File: src/hdl/hrrn_pkg.sv
// ---------------------------------------------------------------------------
// HRRN scheduler package
// Widths, table entry layout, command codes and sequencer states.
// ---------------------------------------------------------------------------
package hrrn_pkg;

    localparam int QUEUE_DEPTH = 16;
    localparam int ADDR_W      = $clog2(QUEUE_DEPTH);
    localparam int CNT_W       = $clog2(QUEUE_DEPTH + 1);

    localparam int ID_W   = 8;
    localparam int TIME_W = 32;
    localparam int LEN_W  = 16;
    localparam int NUM_W  = TIME_W + 1;        // wait + length
    localparam int PROD_W = NUM_W + LEN_W;     // cross product

    localparam int IN_FIELDS_W = ID_W + TIME_W + LEN_W;
    localparam int IN_TDATA_W  = ((IN_FIELDS_W + 7) / 8) * 8;
    localparam int OUT_FIELDS_W = 1 + ID_W + 1;
    localparam int OUT_TDATA_W  = ((OUT_FIELDS_W + 7) / 8) * 8;

    typedef enum logic {
        CMD_TICK   = 1'b0,
        CMD_ARRIVE = 1'b1
    } cmd_t;

    typedef struct packed {
        logic [LEN_W-1:0]  length;
        logic [TIME_W-1:0] arrival;
        logic [ID_W-1:0]   id;
    } entry_t;

    typedef enum logic [3:0] {
        ST_IDLE,
        ST_READ,
        ST_LOAD,
        ST_NUM,
        ST_MUL_A,
        ST_MUL_B,
        ST_CMP,
        ST_PICK,
        ST_SH_RD,
        ST_SH_WR,
        ST_FIN,
        ST_DONE
    } state_t;

endpackage

File: src/hdl/hrrn_ram.sv
// ---------------------------------------------------------------------------
// HRRN generic RAM
// One write port, one read port with registered read data.
// ---------------------------------------------------------------------------
module hrrn_ram #(
    parameter int WIDTH = 8,
    parameter int DEPTH = 16
) (
    input  logic                     clk,
    input  logic                     wr_en,
    input  logic [$clog2(DEPTH)-1:0] wr_addr,
    input  logic [WIDTH-1:0]         wr_data,
    input  logic [$clog2(DEPTH)-1:0] rd_addr,
    output logic [WIDTH-1:0]         rd_data
);

    logic [WIDTH-1:0] mem [DEPTH];

    always_ff @(posedge clk)
    begin
        if (wr_en)
        begin
            mem[wr_addr] <= wr_data;
        end
        rd_data <= mem[rd_addr];
    end

endmodule

File: src/hdl/hrrn_xmul.sv
// ---------------------------------------------------------------------------
// HRRN cross multiplier
// Shared ratio-numerator by length multiplier, product registered.
// ---------------------------------------------------------------------------
module hrrn_xmul (
    input  logic                          clk,
    input  logic                          en,
    input  logic [hrrn_pkg::NUM_W-1:0]    op_a,
    input  logic [hrrn_pkg::LEN_W-1:0]    op_b,
    output logic [hrrn_pkg::PROD_W-1:0]   prod
);

    logic [hrrn_pkg::PROD_W-1:0] prod_reg;

    always_ff @(posedge clk)
    begin
        if (en)
        begin
            prod_reg <= hrrn_pkg::PROD_W'(op_a) * hrrn_pkg::PROD_W'(op_b);
        end
    end

    assign prod = prod_reg;

endmodule

File: src/hdl/hrrn_process_scheduler.sv
// ---------------------------------------------------------------------------
// HRRN process scheduler
// Non-preemptive highest-response-ratio-next scheduler with a RAM ready table.
// ---------------------------------------------------------------------------
// Sequence: an arrival, or a tick that needs no pick, goes to ST_DONE, which loads
// the output register; a tick that picks reads each queued entry (ST_READ, ST_LOAD,
// ST_NUM), sends each further one through the shared cross multiplier (ST_MUL_A,
// ST_MUL_B, ST_CMP), starts the pick (ST_PICK), moves each entry behind the pick
// up (ST_SH_RD, ST_SH_WR), drops the count (ST_FIN) and loads the output register.
// One request at a time; the next is taken while the last result waits.
// Reset clears the control state only; the table RAM is not cleared.
module hrrn_process_scheduler (
    input  logic                              clk,
    input  logic                              rst_n,
    input  logic                              s_axis_tvalid,
    output logic                              s_axis_tready,
    // [7:0] proc_id, [39:8] arrival_time, [55:40] service_length
    input  logic [hrrn_pkg::IN_TDATA_W-1:0]   s_axis_tdata,
    // [0] command
    input  logic [0:0]                        s_axis_tuser,
    output logic                              m_axis_tvalid,
    input  logic                              m_axis_tready,
    // [0] running_valid, [8:1] running_id, [9] rejected, [15:10] zero
    output logic [hrrn_pkg::OUT_TDATA_W-1:0]  m_axis_tdata
);

    // -----------------------------------------------------------------------
    // Request fields
    // -----------------------------------------------------------------------
    logic                         in_fire;
    hrrn_pkg::cmd_t               in_cmd;
    logic [hrrn_pkg::ID_W-1:0]    in_id;
    logic [hrrn_pkg::TIME_W-1:0]  in_arrival;
    logic [hrrn_pkg::LEN_W-1:0]   in_len;

    assign in_fire    = s_axis_tvalid && s_axis_tready;
    assign in_cmd     = hrrn_pkg::cmd_t'(s_axis_tuser[0]);
    assign in_id      = s_axis_tdata[hrrn_pkg::ID_W-1:0];
    assign in_arrival = s_axis_tdata[hrrn_pkg::ID_W+hrrn_pkg::TIME_W-1:hrrn_pkg::ID_W];
    assign in_len     = s_axis_tdata[hrrn_pkg::IN_FIELDS_W-1:hrrn_pkg::ID_W+hrrn_pkg::TIME_W];

    // -----------------------------------------------------------------------
    // State
    // -----------------------------------------------------------------------
    hrrn_pkg::state_t               state_reg, state_next;
    logic [hrrn_pkg::CNT_W-1:0]     count_reg, count_next;
    logic [hrrn_pkg::TIME_W-1:0]    now_reg, now_next;
    logic                           run_valid_reg, run_valid_next;
    logic [hrrn_pkg::ID_W-1:0]      run_id_reg, run_id_next;
    logic [hrrn_pkg::LEN_W-1:0]     run_rem_reg, run_rem_next;

    // scan / shift index and the entry under test
    logic [hrrn_pkg::ADDR_W-1:0]    idx_reg, idx_next;
    logic [hrrn_pkg::ID_W-1:0]      cur_id_reg, cur_id_next;
    logic [hrrn_pkg::LEN_W-1:0]     cur_len_reg, cur_len_next;
    logic [hrrn_pkg::TIME_W-1:0]    cur_wait_reg, cur_wait_next;
    logic [hrrn_pkg::NUM_W-1:0]     cur_num_reg, cur_num_next;

    // best entry so far
    logic [hrrn_pkg::ID_W-1:0]      best_id_reg, best_id_next;
    logic [hrrn_pkg::LEN_W-1:0]     best_len_reg, best_len_next;
    logic [hrrn_pkg::NUM_W-1:0]     best_num_reg, best_num_next;
    logic [hrrn_pkg::ADDR_W-1:0]    best_idx_reg, best_idx_next;

    logic [hrrn_pkg::PROD_W-1:0]    lhs_reg, lhs_next;
    logic                           rej_reg, rej_next;

    // output register
    logic                           out_valid_reg, out_valid_next;
    logic                           out_rv_reg, out_rv_next;
    logic [hrrn_pkg::ID_W-1:0]      out_id_reg, out_id_next;
    logic                           out_rej_reg, out_rej_next;

    // -----------------------------------------------------------------------
    // Table RAM and shared multiplier
    // -----------------------------------------------------------------------
    logic                           ram_wr_en;
    logic [hrrn_pkg::ADDR_W-1:0]    ram_wr_addr;
    hrrn_pkg::entry_t               ram_wr_data;
    logic [hrrn_pkg::ADDR_W-1:0]    ram_rd_addr;
    hrrn_pkg::entry_t               ram_rd_data;

    logic                           mul_en;
    logic [hrrn_pkg::NUM_W-1:0]     mul_a;
    logic [hrrn_pkg::LEN_W-1:0]     mul_b;
    logic [hrrn_pkg::PROD_W-1:0]    prod;

    hrrn_ram #(
        .WIDTH ($bits(hrrn_pkg::entry_t)),
        .DEPTH (hrrn_pkg::QUEUE_DEPTH)
    ) u_table (
        .clk     (clk),
        .wr_en   (ram_wr_en),
        .wr_addr (ram_wr_addr),
        .wr_data (ram_wr_data),
        .rd_addr (ram_rd_addr),
        .rd_data (ram_rd_data)
    );

    hrrn_xmul u_xmul (
        .clk  (clk),
        .en   (mul_en),
        .op_a (mul_a),
        .op_b (mul_b),
        .prod (prod)
    );

    // -----------------------------------------------------------------------
    // Shared conditions
    // -----------------------------------------------------------------------
    logic                           table_full;
    logic                           in_reject;
    logic                           needs_pick;
    logic [hrrn_pkg::TIME_W-1:0]    now_inc;
    logic [hrrn_pkg::CNT_W-1:0]     idx_inc;
    logic [hrrn_pkg::CNT_W-1:0]     idx_inc2;
    logic [hrrn_pkg::CNT_W-1:0]     best_inc;
    logic                           more_scan;
    logic [hrrn_pkg::NUM_W-1:0]     num_sum;
    logic                           out_load;

    assign table_full = (count_reg == hrrn_pkg::CNT_W'(hrrn_pkg::QUEUE_DEPTH));
    assign in_reject  = table_full || (in_len == '0);
    assign needs_pick = !run_valid_reg || (run_rem_reg == '0);
    // clock saturates at all ones
    assign now_inc    = (now_reg == '1) ? now_reg : now_reg + hrrn_pkg::TIME_W'(1);
    assign idx_inc    = hrrn_pkg::CNT_W'(idx_reg) + hrrn_pkg::CNT_W'(1);
    assign idx_inc2   = hrrn_pkg::CNT_W'(idx_reg) + hrrn_pkg::CNT_W'(2);
    assign best_inc   = hrrn_pkg::CNT_W'(best_idx_reg) + hrrn_pkg::CNT_W'(1);
    assign more_scan  = (idx_inc < count_reg);
    assign num_sum    = {1'b0, cur_wait_reg} + hrrn_pkg::NUM_W'(cur_len_reg);
    assign out_load   = (state_reg == hrrn_pkg::ST_DONE) && (!out_valid_reg || m_axis_tready);

    // -----------------------------------------------------------------------
    // Sequencer: next state
    // -----------------------------------------------------------------------
    always_comb
    begin
        state_next = state_reg;
        unique case (state_reg)
            hrrn_pkg::ST_IDLE:
            begin
                if (in_fire)
                begin
                    if (in_cmd == hrrn_pkg::CMD_TICK && needs_pick && count_reg != '0)
                    begin
                        state_next = hrrn_pkg::ST_READ;
                    end
                    else
                    begin
                        state_next = hrrn_pkg::ST_DONE;
                    end
                end
            end
            hrrn_pkg::ST_READ:  state_next = hrrn_pkg::ST_LOAD;
            hrrn_pkg::ST_LOAD:  state_next = hrrn_pkg::ST_NUM;
            hrrn_pkg::ST_NUM:
            begin
                if (idx_reg != '0)
                begin
                    state_next = hrrn_pkg::ST_MUL_A;
                end
                else
                begin
                    state_next = more_scan ? hrrn_pkg::ST_READ : hrrn_pkg::ST_PICK;
                end
            end
            hrrn_pkg::ST_MUL_A: state_next = hrrn_pkg::ST_MUL_B;
            hrrn_pkg::ST_MUL_B: state_next = hrrn_pkg::ST_CMP;
            hrrn_pkg::ST_CMP:
            begin
                state_next = more_scan ? hrrn_pkg::ST_READ : hrrn_pkg::ST_PICK;
            end
            hrrn_pkg::ST_PICK:
            begin
                state_next = (best_inc < count_reg) ? hrrn_pkg::ST_SH_RD : hrrn_pkg::ST_FIN;
            end
            hrrn_pkg::ST_SH_RD: state_next = hrrn_pkg::ST_SH_WR;
            hrrn_pkg::ST_SH_WR:
            begin
                state_next = (idx_inc2 < count_reg) ? hrrn_pkg::ST_SH_RD : hrrn_pkg::ST_FIN;
            end
            hrrn_pkg::ST_FIN:   state_next = hrrn_pkg::ST_DONE;
            hrrn_pkg::ST_DONE:
            begin
                if (out_load)
                begin
                    state_next = hrrn_pkg::ST_IDLE;
                end
            end
            default:            state_next = hrrn_pkg::ST_IDLE;
        endcase
    end

    // -----------------------------------------------------------------------
    // Sequencer: outputs to RAM, multiplier and request port
    // -----------------------------------------------------------------------
    always_comb
    begin
        s_axis_tready = (state_reg == hrrn_pkg::ST_IDLE);
        ram_wr_en     = 1'b0;
        ram_wr_addr   = idx_reg;
        ram_wr_data   = ram_rd_data;
        ram_rd_addr   = idx_reg;
        mul_en        = 1'b0;
        mul_a         = cur_num_reg;
        mul_b         = best_len_reg;
        unique case (state_reg)
            hrrn_pkg::ST_IDLE:
            begin
                // append at the tail
                ram_wr_en   = in_fire && (in_cmd == hrrn_pkg::CMD_ARRIVE) && !in_reject;
                ram_wr_addr = count_reg[hrrn_pkg::ADDR_W-1:0];
                ram_wr_data = '{length: in_len, arrival: in_arrival, id: in_id};
            end
            hrrn_pkg::ST_MUL_A:
            begin
                // candidate numerator times best length
                mul_en = 1'b1;
            end
            hrrn_pkg::ST_MUL_B:
            begin
                // best numerator times candidate length
                mul_en = 1'b1;
                mul_a  = best_num_reg;
                mul_b  = cur_len_reg;
            end
            hrrn_pkg::ST_SH_RD:
            begin
                ram_rd_addr = idx_inc[hrrn_pkg::ADDR_W-1:0];
            end
            hrrn_pkg::ST_SH_WR:
            begin
                // close the gap: entry idx+1 moves to idx
                ram_wr_en = 1'b1;
            end
            default:
            begin
            end
        endcase
    end

    // -----------------------------------------------------------------------
    // Datapath next values
    // -----------------------------------------------------------------------
    always_comb
    begin
        count_next     = count_reg;
        now_next       = now_reg;
        run_valid_next = run_valid_reg;
        run_id_next    = run_id_reg;
        run_rem_next   = run_rem_reg;
        idx_next       = idx_reg;
        cur_id_next    = cur_id_reg;
        cur_len_next   = cur_len_reg;
        cur_wait_next  = cur_wait_reg;
        cur_num_next   = cur_num_reg;
        best_id_next   = best_id_reg;
        best_len_next  = best_len_reg;
        best_num_next  = best_num_reg;
        best_idx_next  = best_idx_reg;
        lhs_next       = lhs_reg;
        rej_next       = rej_reg;

        unique case (state_reg)
            hrrn_pkg::ST_IDLE:
            begin
                if (in_fire)
                begin
                    idx_next = '0;
                    if (in_cmd == hrrn_pkg::CMD_ARRIVE)
                    begin
                        rej_next = in_reject;
                        if (!in_reject)
                        begin
                            count_next = count_reg + hrrn_pkg::CNT_W'(1);
                        end
                    end
                    else
                    begin
                        rej_next = 1'b0;
                        if (!needs_pick)
                        begin
                            run_rem_next = run_rem_reg - hrrn_pkg::LEN_W'(1);
                            now_next     = now_inc;
                        end
                        else if (count_reg == '0)
                        begin
                            // empty table: processor goes idle
                            run_valid_next = 1'b0;
                            run_id_next    = '0;
                            now_next       = now_inc;
                        end
                    end
                end
            end
            hrrn_pkg::ST_LOAD:
            begin
                cur_id_next  = ram_rd_data.id;
                cur_len_next = ram_rd_data.length;
                // an arrival in the future waits nothing
                cur_wait_next = (now_reg > ram_rd_data.arrival) ?
                                now_reg - ram_rd_data.arrival : '0;
            end
            hrrn_pkg::ST_NUM:
            begin
                cur_num_next = num_sum;
                if (idx_reg == '0)
                begin
                    best_id_next  = cur_id_reg;
                    best_len_next = cur_len_reg;
                    best_num_next = num_sum;
                    best_idx_next = idx_reg;
                    if (more_scan)
                    begin
                        idx_next = idx_inc[hrrn_pkg::ADDR_W-1:0];
                    end
                end
            end
            hrrn_pkg::ST_MUL_B:
            begin
                lhs_next = prod;
            end
            hrrn_pkg::ST_CMP:
            begin
                // strictly greater: the earlier entry keeps a tie
                if (lhs_reg > prod)
                begin
                    best_id_next  = cur_id_reg;
                    best_len_next = cur_len_reg;
                    best_num_next = cur_num_reg;
                    best_idx_next = idx_reg;
                end
                if (more_scan)
                begin
                    idx_next = idx_inc[hrrn_pkg::ADDR_W-1:0];
                end
            end
            hrrn_pkg::ST_PICK:
            begin
                // length is nonzero, so the first tick of work is taken now
                run_valid_next = 1'b1;
                run_id_next    = best_id_reg;
                run_rem_next   = best_len_reg - hrrn_pkg::LEN_W'(1);
                now_next       = now_inc;
                idx_next       = best_idx_reg;
            end
            hrrn_pkg::ST_SH_WR:
            begin
                idx_next = idx_inc[hrrn_pkg::ADDR_W-1:0];
            end
            hrrn_pkg::ST_FIN:
            begin
                count_next = count_reg - hrrn_pkg::CNT_W'(1);
            end
            default:
            begin
            end
        endcase
    end

    // output register, filled when the previous result has gone
    always_comb
    begin
        out_rv_next  = out_rv_reg;
        out_id_next  = out_id_reg;
        out_rej_next = out_rej_reg;
        if (out_load)
        begin
            out_valid_next = 1'b1;
            out_rv_next    = run_valid_reg;
            out_id_next    = run_valid_reg ? run_id_reg : '0;
            out_rej_next   = rej_reg;
        end
        else if (m_axis_tready)
        begin
            out_valid_next = 1'b0;
        end
        else
        begin
            out_valid_next = out_valid_reg;
        end
    end

    // -----------------------------------------------------------------------
    // Registers
    // -----------------------------------------------------------------------
    always_ff @(posedge clk or negedge rst_n)
    begin
        if (!rst_n)
        begin
            state_reg     <= hrrn_pkg::ST_IDLE;
            count_reg     <= '0;
            now_reg       <= '0;
            run_valid_reg <= 1'b0;
            run_id_reg    <= '0;
            run_rem_reg   <= '0;
            out_valid_reg <= 1'b0;
        end
        else
        begin
            state_reg     <= state_next;
            count_reg     <= count_next;
            now_reg       <= now_next;
            run_valid_reg <= run_valid_next;
            run_id_reg    <= run_id_next;
            run_rem_reg   <= run_rem_next;
            out_valid_reg <= out_valid_next;
        end
    end

    always_ff @(posedge clk)
    begin
        idx_reg      <= idx_next;
        cur_id_reg   <= cur_id_next;
        cur_len_reg  <= cur_len_next;
        cur_wait_reg <= cur_wait_next;
        cur_num_reg  <= cur_num_next;
        best_id_reg  <= best_id_next;
        best_len_reg <= best_len_next;
        best_num_reg <= best_num_next;
        best_idx_reg <= best_idx_next;
        lhs_reg      <= lhs_next;
        rej_reg      <= rej_next;
        out_rv_reg   <= out_rv_next;
        out_id_reg   <= out_id_next;
        out_rej_reg  <= out_rej_next;
    end

    assign m_axis_tvalid = out_valid_reg;
    assign m_axis_tdata  = {(hrrn_pkg::OUT_TDATA_W - hrrn_pkg::OUT_FIELDS_W)'(0),
                            out_rej_reg, out_id_reg, out_rv_reg};

endmodule

File: config.mk
export PLATFORM = sky130hd
export DESIGN_NAME = hrrn_process_scheduler
export DESIGN_NICKNAME = d
export VERILOG_FILES = /design/src/hdl/hrrn_pkg.sv /design/src/hdl/hrrn_ram.sv /design/src/hdl/hrrn_xmul.sv /design/src/hdl/hrrn_process_scheduler.sv
export SDC_FILE = /design/constraint.sdc
export NUM_CORES = 2
export LEC_CHECK = 0
export BUFFER_PORTS_ARGS = -buffer_cell sky130_fd_sc_hd__buf_4
export CAP_MARGIN = 20
export CORE_UTILIZATION = 30
export CTS_BUF_LIST = sky130_fd_sc_hd__clkbuf_16
export CTS_CLUSTER_DIAMETER = 50
export DETAILED_ROUTE_END_ITERATION = 8
export GPL_ROUTABILITY_DRIVEN = 0
export PLACE_DENSITY_LB_ADDON = 0.3
export SLEW_MARGIN = 20
export SYNTH_ARGS = -nofsm -noshare
export SYNTH_HDL_FRONTEND = slang
export SYNTH_SLANG_ARGS = --single-unit
File: constraint.sdc
create_clock -name clk -period 16.6 [get_ports clk]
set_input_delay 2.49 -clock clk [delete_from_list [all_inputs] [get_ports clk]]
set_output_delay 2.49 -clock clk [all_outputs]
set_load 0.02 [all_outputs]
# Word level (Yosys, flattened, before mapping)
# Memories as Yosys holds them, arrays and structs flattened. A register that Yosys moved wholly into a read port is not among the register bits.
# Index checks and enable logic that the tools add are counted.
# word_totals
ff_bits	330
latch_bits	0
mem_bits_rw	896
romBits	0
output_inout_bits	18
mem_count	1
# classes
addsub	10
mul	1
div	0
magnitude_cmp	5
eq_ne	24
n_shift	0
muxes	59
bitwise	1
reduce_logical	33
# mem_list
name	words	width	read_ports	rd_ports_with_merged_regs	wr	line	source
u_table.mem	16	56	1	1	1	hrrn_ram.sv:17	logic [WIDTH-1:0] mem [DEPTH];
# op_table
op	count
32-bit two-way mux	5
33-bit two-way mux	3
16-bit two-way mux	6
33-bit one-hot mux with 2 select lines	1
16-bit one-hot mux with 2 select lines	2
32-bit one-hot mux with 2 select lines	1
56-bit two-way mux	1
49-bit > comparator	1
33-bit by 16-bit multiplier with 49-bit output	1
8-bit two-way mux	6
4-bit one-hot mux with 12 select lines	1
4-bit two-way mux	10
32-bit by 16-bit adder with 33-bit output	1
32-bit by 1-bit adder with 32-bit output (second input constant)	1
32-bit == test (second input constant)	1
32-bit > comparator	1
16-bit logical NOT	2
8-bit one-hot mux with 2 select lines	2
16-bit by 1-bit subtractor with 16-bit output (second input constant)	2
32-bit subtractor	1
4-bit one-hot mux with 5 select lines	1
4-bit by 3-bit == test with 1-bit output (second input constant)	4
4-bit == test (second input constant)	4
5-bit < comparator	3
other kinds (31)	72

# Depth between registers and ports, before layout
# logic_depth
ltp_word	7
ltp_mapped	30
depth_no_buf	27

# By module
# From an unflattened synthesis, not the netlist that was laid out.
# unflattened
hier_cells	5046
area_unflattened_um2	69417.8
# by_module_without_submodules
module	instances	cells_per_inst	area_per_inst_um2	seq_area_each_um2
hrrn_ram	1	1445	34678.3	28026.9
hrrn_xmul	1	1978	18093.6	1471.4
hrrn_process_scheduler	1	1623	16646.0	8102.8

# Worst setup path before layout
# Ideal clock, no wire load.
# synth_path
path_type	register to register
startpoint	register state_reg[3]
endpoint	register u_xmul.prod_reg, in the netlist u_xmul.prod[43], data pin
setup_time_ns	0.260
t_arrival_ns	7.983
t_required_ns	16.340
slack_ns	8.357
stages_incl_launch_ff	29
n_path_buf	3
synth_period_minus_slack_ns	8.243
path_cell_list	dfrtp_1 clkbuf_1 inv_1 nand2_1 nor2_1 buf_2 buf_2 mux2i_1 nor2_1 fa_1 inv_1 fa_1 fa_1 inv_1 fa_1 fa_1 inv_1 fa_1 inv_1 ha_1 nand2_1 o21ai_0 a211oi_1 a2111o_1 and4_1 o31a_1 o21ai_1 a41oi_1 xnor2_1
# synth_via
elab_chain_cells	3
# synth_lines
element	line	source
start: declaration	hrrn_process_scheduler.sv:45	hrrn_pkg::state_t state_reg, state_next;
start signal: assignment	hrrn_process_scheduler.sv:392	state_reg <= hrrn_pkg::ST_IDLE;
start signal: assignment	hrrn_process_scheduler.sv:402	state_reg <= state_next;
4-bit by 3-bit == test with 1-bit output *	hrrn_process_scheduler.sv:208	unique case (state_reg)
33-bit two-way mux or 16-bit two-way mux (tied branches)	hrrn_process_scheduler.sv:208	
33-bit by 16-bit multiplier with 49-bit output *	hrrn_xmul.sv:19	prod_reg <= hrrn_pkg::PROD_W'(op_a) * hrrn_pkg::PROD_W'(op_b);
end signal: assignment	hrrn_xmul.sv:19	
end: declaration	hrrn_xmul.sv:13	logic [hrrn_pkg::PROD_W-1:0] prod_reg;
# Mark *: on every way between the ends. The rest lies on a longest branch, timed or not.
# A chain may end at the register's enable or synchronous reset.

# Worst setup path in the final report
# layout_path
startpoint	register state_reg[2]
endpoint	register u_xmul.prod_reg, in the netlist u_xmul.prod[43], data pin
# Same word-level chain as after synthesis.

==> impl_metrics.tcl <==
set metrics [dict create \
    run_status "completed" \
    dp_hpwl_um 121000 \
    synth_compound_area_frac 0.0454 \
    die_w_um 483 \
    post-route-drc-count 0 \
    grt_setup_unrepaired "no" \
    setup_viol 0 \
    final_layout_size_suffix_gt1_frac 0.150 \
    postRouteAntennaNets 0 \
    worst_pin_slew_ns 1.18 \
    clock_skew_ns 0.0768 \
    syn2layout_area_growth_pct 13.4 \
    ys_seq_area_frac 0.542 \
    first_global_vias 41500 \
    critical_path_arrival_ns 9.96 \
    drv_cap 0 \
    fin_crit_ns 9.47 \
    post_cts_resized 0 \
    cts_max_level 4 \
    synthAdderAreaFrac 0.169 \
    cts_root_buf "clkbuf_16" \
    clk_latency_ns 0.82 \
    period_share 0.570 \
    cp-start-kind "flop" \
    synth_xor_area_frac 0.0172 \
    regMostFlops "u_table.mem" \
    slowest_delay_ns 0.94 \
    core-area_um2 230000 \
    grt_pass1_wl_um 273000 \
    cts_hold_buffers 0 \
    cp_num_buf_inv 6 \
    ys_types 81 \
    final_cell_area_um2 78700 \
    ys_top_cells_by_count "edfxtp_1 (1159), inv_1 (577), nand2_1 (543)" \
    cts_buffer_depth 3 \
    ios 79 \
    cts_setup_buffers 0 \
    async_flop_share 0.0523 \
    yosys.area_share.simple 0.0730 \
    synthCells 4943 \
    drt-initial-drc-count 3307 \
    synth_top_area_frac 0.501 \
    slew_headroom 0.213 \
    antenna_found_initial 5 \
    synth_top_cells_by_area "edfxtp_1 (50%), fa_1 (13%), mux4_2 (9.1%)" \
    placed_area_um2 73900 \
    clkTransAtPathRegs_ns 0.06 \
    grt_max_degree 128 \
    crit_fanout 48 \
    largest_reg_flops 896 \
    finalSetupTns_ns 0 \
    grt_usage 0.155 \
    max_freq_mhz 106 \
    rows 176 \
    synth_area_leader_cell "edfxtp_1" \
    drv_slew 0 \
    hold_violations 0 \
    grt-ovfl-total 0 \
    cts-buffers-inserted 142 \
    synth_top_family_by_area "adder cells" \
    crit_top_cell "fa_1" \
    syn_avg_cell_area_um2 14.0 \
    hp-class "flop to flop" \
    required_ns 17.09 \
    synth.area.mux_share 0.111 \
    tritoncts "yes" \
    fp.dieH_um 483 \
    cp_top_family "adder cells" \
    die_area_um2 233000 \
    cpMaxStageDelayCell "mux2i_1" \
    crit_type "flop to flop" \
    synth_seq_cells 1282 \
    cp-end-kind "flop" \
    reg_top3 "u_table.mem (896), u_table.rd_data (56)" \
    finalWirelength_um 182000 \
    clock-sinks 1282 \
    yosys_warnings 0 \
    start_util 0.302 \
    vias 40000 \
    final_nets 5800 \
    synthFlopType "edfxtp_1" \
    synth_area_um2 69400 \
    wl_per_cell_um 22.1 \
    synth_edf_count 1159 \
    synth_most_common_cell "edfxtp_1" \
    io_buffer_count 72 \
    firstDrtPassIters 5 \
    vias_per_cell 4.87 \
]
## worst reg2reg max path: cells and delay by family (launching register included)
family | cells | cell delay, ns
adder cells (fa/ha/maj) | 7 | 3.38
AO/OA/AOI/OAI | 6 | 1.68
buffers and inverters | 6 | 1.37
multiplexers | 1 | 0.98
AND/OR/NAND/NOR | 5 | 0.90
flip-flops | 1 | 0.71
XOR/XNOR | 1 | 0.16
## layout by cell type, fill, tap and decap left out, types with 142 or more instances in the layout
cell       instances
buf_4            154
clkbuf_16        142
inv_1            610
nand2_1          543
ha_1             239
edfxtp_1        1159
nor2_1           347
fa_1             435
a21oi_1          151
mux4_2           280
## stage by stage
step,hold WS (ns),worst slack (ns),cells,util
floorplan,0.400,8.36,4948,-
global placement,0.402,7.43,7947,0.321
detailed placement,0.408,7.28,7947,0.321
CTS,0.413,7.19,8212,0.342
global route,0.415,6.65,8212,0.342
finish,0.418,7.13,8213,0.342
## metal layers
layer | GRT usage | up-vias | share of wire
li1 | - | 17900 | -
met1 | 0.218 | 20900 | 0.45
met2 | 0.251 | 1044 | 0.47
met3 | 0.0234 | 210 | 0.052
met4 | 0.0404 | 0 | 0.022
met5 | 0 | - | 0
## cells by family (layout without fill, tap and decap cells)
| group | after synthesis | count (layout) |
|---|---|---|
| and+or+nand+nor | 1179 | 1179 |
| xor gates and xnor gates | 136 | 136 |
| other | 1 | 7 |
| muxes | 412 | 412 |
| buffers and inverters | 762 | 1000 |
| AOI/OAI and AO/OA | 497 | 497 |
| DFF | 1282 | 1282 |
| adders and majority gates | 674 | 674 |
## layout make-up
cell class                      instances  area, um^2
Antenna cell                            1        2.50
Clock buffer                          142        3550
Clock inverter                        123        1270
Fill cell                           22300      151000
Inverter                              578        2170
Multi-Input combinational cell       2904       29100
Sequential cell                      1282       37600
Tap cell                             3026        3790
Timing Repair Buffer                  157        1220
## worst paths after layout
kind	to	slack (ns)	from	depth (start not counted)
max	u_xmul.prod[43]	7.13	state_reg[2]	26
min	lhs_reg[14]	0.42	u_xmul.prod[14]	0
max reg2reg	u_xmul.prod[43]	7.13	state_reg[2]	26
min reg2reg	lhs_reg[14]	0.42	u_xmul.prod[14]	0
max in group asynchronous	run_rem_reg[7]	13.96	rst_n	2
min in group asynchronous	count_reg[0]	1.52	rst_n	1
Power is left out: the tool's default activity adds up to more than one toggle a clock period on the data nets, which glitch-free logic cannot reach.
